File: src/rtl/lrb_pkg.sv
// Shared types and constants of the line ring buffer.
// Holds command codes, register indexes, byte and reset constants, the
// state type, the controller-to-datapath command struct and the datapath-to-controller status struct.
package lrb_pkg;

	localparam logic [1:0] CMD_WRITE   = 2'd0;
	localparam logic [1:0] CMD_RELEASE = 2'd1;
	localparam logic [1:0] CMD_READ    = 2'd2;

	localparam logic [1:0] CFG_ROW_COUNT    = 2'd0;
	localparam logic [1:0] CFG_COLUMN_COUNT = 2'd1;
	localparam logic [1:0] CFG_READY_CHAR   = 2'd2;

	localparam logic [7:0] NEWLINE_BYTE = 8'd10;
	localparam logic [7:0] ZERO_BYTE    = 8'd0;

	localparam logic [3:0] ROW_COUNT_RESET    = 4'd8;
	localparam logic [6:0] COLUMN_COUNT_RESET = 7'd64;
	localparam logic [7:0] READY_CHAR_RESET   = 8'd0;

	typedef enum logic [4:0] {
		ST_CLEAR = 5'b00001,
		ST_IDLE  = 5'b00010,
		ST_WR2   = 5'b00100,
		ST_READ  = 5'b01000,
		ST_DONE  = 5'b10000
	} lrb_state_t;

	typedef struct packed {
		logic clear;
		logic accept;
		logic wr2;
		logic rd_issue;
		logic done;
	} ctrl_cmd_t;

	typedef struct packed {
		logic clear_last;
		logic newline;
	} dp_stat_t;

endpackage

File: src/rtl/lrb_ctrl.sv
// Controller state machine of the line ring buffer.
// Depends on lrb_pkg for the state type and the command and status structs.
module lrb_ctrl import lrb_pkg::*; (
	input  logic      clk,
	input  logic      arst_n,
	input  logic      start,
	input  dp_stat_t  stat,
	output ctrl_cmd_t cmd,
	output logic      busy
);

	lrb_state_t state_q;
	lrb_state_t state_d;
	logic       accept;

	assign busy   = !(state_q == ST_IDLE || state_q == ST_DONE);
	assign accept = start && !busy;

	always_comb begin
		state_d = state_q;
		case (state_q)
			ST_CLEAR: begin
				if (stat.clear_last) begin
					state_d = ST_IDLE;
				end
			end
			ST_IDLE, ST_DONE: begin
				if (accept) begin
					state_d = stat.newline ? ST_WR2 : ST_READ;
				end else begin
					state_d = ST_IDLE;
				end
			end
			ST_WR2:  state_d = ST_READ;
			ST_READ: state_d = ST_DONE;
			default: state_d = ST_CLEAR;
		endcase
	end

	always_ff @(posedge clk or negedge arst_n) begin
		if (!arst_n) begin
			state_q <= ST_CLEAR;
		end else begin
			state_q <= state_d;
		end
	end

	always_comb begin
		cmd.clear    = (state_q == ST_CLEAR);
		cmd.accept   = accept;
		cmd.wr2      = (state_q == ST_WR2);
		cmd.rd_issue = (state_q == ST_READ);
		cmd.done     = (state_q == ST_DONE);
	end

	a_done_single: assert property (@(posedge clk) disable iff (!arst_n)
		cmd.done |=> !cmd.done)
		else $error("result strobe held for two cycles");

	a_plain_latency: assert property (@(posedge clk) disable iff (!arst_n)
		(accept && !stat.newline) |-> ##2 cmd.done)
		else $error("result of a plain command not delivered after two cycles");

	a_newline_latency: assert property (@(posedge clk) disable iff (!arst_n)
		(accept && stat.newline) |-> ##3 cmd.done)
		else $error("result of a newline write not delivered after three cycles");

	a_clear_busy: assert property (@(posedge clk) disable iff (!arst_n)
		cmd.clear |-> (busy && !cmd.accept))
		else $error("command accepted during the clearing pass");

endmodule

File: config.mk
export PLATFORM = sky130hd
export DESIGN_NAME = lrb_ctrl
export DESIGN_NICKNAME = d
export VERILOG_FILES = /design/src/rtl/lrb_pkg.sv /design/src/rtl/lrb_ctrl.sv
export SDC_FILE = /design/constraint.sdc
export NUM_CORES = 1
export LEC_CHECK = 0
export ABC_AREA = 1
export BUFFER_PORTS_ARGS = -buffer_cell sky130_fd_sc_hd__buf_2
export CAP_MARGIN = 20
export CORE_AREA = 5 5 42 44
export CTS_CLUSTER_SIZE = 10
export DETAILED_ROUTE_END_ITERATION = 10
export DIE_AREA = 0 0 47 49
export PLACE_DENSITY = 0.54
export SLEW_MARGIN = 20
export SYNTH_ARGS = -nofsm -noshare
export SYNTH_HDL_FRONTEND = slang
export SYNTH_SLANG_ARGS = --single-unit
export TNS_END_PERCENT = 100
File: constraint.sdc
create_clock -name clk -period 1.5 [get_ports clk]
set_input_delay 0.225 -clock clk [delete_from_list [all_inputs] [get_ports clk]]
set_output_delay 0.225 -clock clk [all_outputs]
set_load 0.01 [all_outputs]
==> impl_results.md <==
- Status: finished, final reports clean
- Clock Tree Root: clkbuf_4
- Hold Slack: 175 ps
- Pin count of the biggest net entering global routing: 7
- Hold Vio Cnt, Final: 0
- Sequential-to-total area share from yosys stat: ~40%
- Syn Inst Count: 42
- Critical path data required time: 1270 ps
- Routed len/inst: 10.3 µm
- Max Cap Viol: 0
- Clk slew on worst S/H paths: 40 ps
- Detailed Route WL: 825 µm
- DR iter-0 viols: 8
- Setup WS post-layout: about 25 ps
- Worst slew pin tran: between 200 and 300 ps
- Flops & latches, synth: 5
- Simple-gate portion of the synthesized area: 40.7%
- Pwr Total: 846 µW
- Via count: about 340
- CP arrival: 1250 ps
- Vias in the first global route: 298
- Die area: 2300 µm²
- Grt ovf: 0
- Initial Util: 22.6%
- Total core area: 1400 µm²
- Top reg by flops: state_q
- Vias/cell: 4.21
- Avg Cell Area, Syn: 7.54 µm²
- Post-Syn Area: approximately 320 µm²
- Worst hold path type: input port to register
- Yosys warns: 0
- Adder-Cell Fraction of Synth Area: 0%
- DR DRC count: 0
- Clock Latency Late Sink: 240 ps
- Maximum clock rate: 678 MHz
- Largest register FFs: 5
- Fin. max-slew vios: 0
- Critical path endpoint category: output pin
- Layout Area Growth over Synthesis: 66.4%
- Final min period: 1470 ps
- Final setup viols: 0
- Multiplexer share of the synthesized area: 0%
- RSZ-0062 raised after global routing: yes
- Top-Level Pins: 11
- XOR/XNOR Fraction of Synth Area: 0%
- Type of the worst setup path: register to output pin
- Setup WS pre-CTS: 262 ps
- Complex-gate fraction of the synthesized area: ~4.7%
- Main combinational cell family by area after synthesis: simple AND/OR/NAND/NOR gates
- Layout Nets: 70
- Routability cong.: 0.686
- DRT antenna net count: 0
- HPWL Detailed: 503 µm
- CTS tree: built
- Highest-count cells in the layout ignoring fill and taps: buf_2 (10), inv_1 (7), buf_4 (7)
- Biggest regs: state_q: 5 flops
- Slew margin rel.: 83.0%
- Row cnt: 14
- CTS Sinks: 5
- Clk_skew: 1.29 ps
- Leak Pwr: ~0.29 nW
- Drt pass-1 iters: 4
- Tcrit/Tclk final: 98.3%
- First-pass GRT wire length: around 1100 µm
- Initial antenna violation count: 0
- Critical path launch point type: register
- Port Buffers: 10
- CTS H-Tree Depth: 1
- Commonest non-fill, non-tap cell in the layout: buf_2
- Maximum VDD drop: between 0.6 and 0.7 mV
- Fraction of layout instances using a drive strength above 1: 59.4%
- Die H: approximately 49 µm
- Total track usage: 6.93%
- Yosys cell types: 19
- Power density over the cells: 1610 nW/µm²
- Mapped Nets: 47
- Antenna cells: 0
- CTS buffer count: 3
- Die width: 47 µm
- Number of buffers on the longest clock path: 2
- Crit path max fanout: 4
metrics by stage:
stage                     area, µm²  cells  util (%)  setup TNS [ps]
after detailed placement        379     67      27.1               0
after global routing            527     80      37.6           -79.4
after global placement          379     67      27.1               0
after floorplan                 317     42         -               0
after CTS                       418     72      29.8               0
final                           527     80      37.6               0
report_power, final:
part | switching [mW] | internal [mW]
clock | 0.0514 | 0.100
sequential | 0.0287 | 0.180
combinational | 0.271 | 0.215
layer usage:
| layer | GRT usage [%] | vias to the layer above | part of all wire, % |
|---|---|---|---|
| met5 | 0 | - | 0 |
| met4 | 6.91 | 0 | 0 |
| met3 | 1.48 | 0 | 6.4 |
| met2 | 9.73 | 14 | 55 |
| met1 | 8.02 | 148 | 39 |
| li1 | - | 175 | - |
kinds of logic (layout without fill, tap and decap cells):
group / Yosys count / in the layout
buf+inv: 11 / 33
simple gates: 23 / 23
flops: 5 / 5
compound gates: 3 / 3
synth_stat cells:
library cell / number / area (µm²)
nor2_2: 3 / 18.8
clkinv_2: 1 / 5.00
nor4_1: 2 / 12.5
dfstp_2: 1 / 26.3
nand3_2: 1 / 10.0
nand2_1: 5 / 18.8
o21ai_0: 1 / 5.00
inv_1: 8 / 30.0
o21ai_1: 1 / 5.00
nor3b_1: 1 / 7.51
nand3_1: 3 / 15.0
buf_4: 1 / 7.51
nor2_1: 5 / 18.8
dfrtp_1: 4 / 100
nor3_2: 1 / 10.0
inv_2: 1 / 3.75
nand2_2: 1 / 6.26
a21oi_1: 1 / 5.00
nor2_4: 1 / 11.3
critical path, stage by stage (launching register included):
cell,delay [ps]
dfrtp_1,380
inv_1,120
nand2_4,70
nor2_4,150
nand2_4,70
nor2_1,80
buf_2,130
area by class of cell:
class | count | area, µm²
Clock buffer | 4 | 26.3
Fill cell | 153 | 875
Inverter | 10 | 40.0
Multi-Input combinational cell | 26 | 189
Sequential cell | 5 | 128
Tap cell | 16 | 20.0
Timing Repair Buffer | 19 | 124
timing repair:
action,4_1_cts,5_1_grt
hold buffers,1,0
endpoints found under the hold margin,5,0
gates resized for setup,1,13
pin swaps,0,6
setup endpoints to repair,1,4
setup buffers,0,8
path summary, 6_finish.rpt:
| path | startpoint | endpoint | slack [ps] | depth (start not counted) |
|---|---|---|---|---|
| setup / recovery | state_q[2]$_DFFE_PN0P_ | cmd[3] | 30 | 6 |
| max in group asynchronous | arst_n | state_q[0]$_DFFE_PN1P_ | 960 | 2 |
| hold reg to reg | state_q[2]$_DFFE_PN0P_ | state_q[4]$_DFFE_PN0P_ | 590 | 2 |
| min in group asynchronous | arst_n | state_q[1]$_DFFE_PN0P_ | 330 | 2 |
| setup reg to reg | state_q[2]$_DFFE_PN0P_ | state_q[3]$_DFFE_PN0P_ | 400 | 6 |
| hold / removal | stat[0] | state_q[3]$_DFFE_PN0P_ | 180 | 2 |
Note: power is estimated with default switching activity, not from simulation.
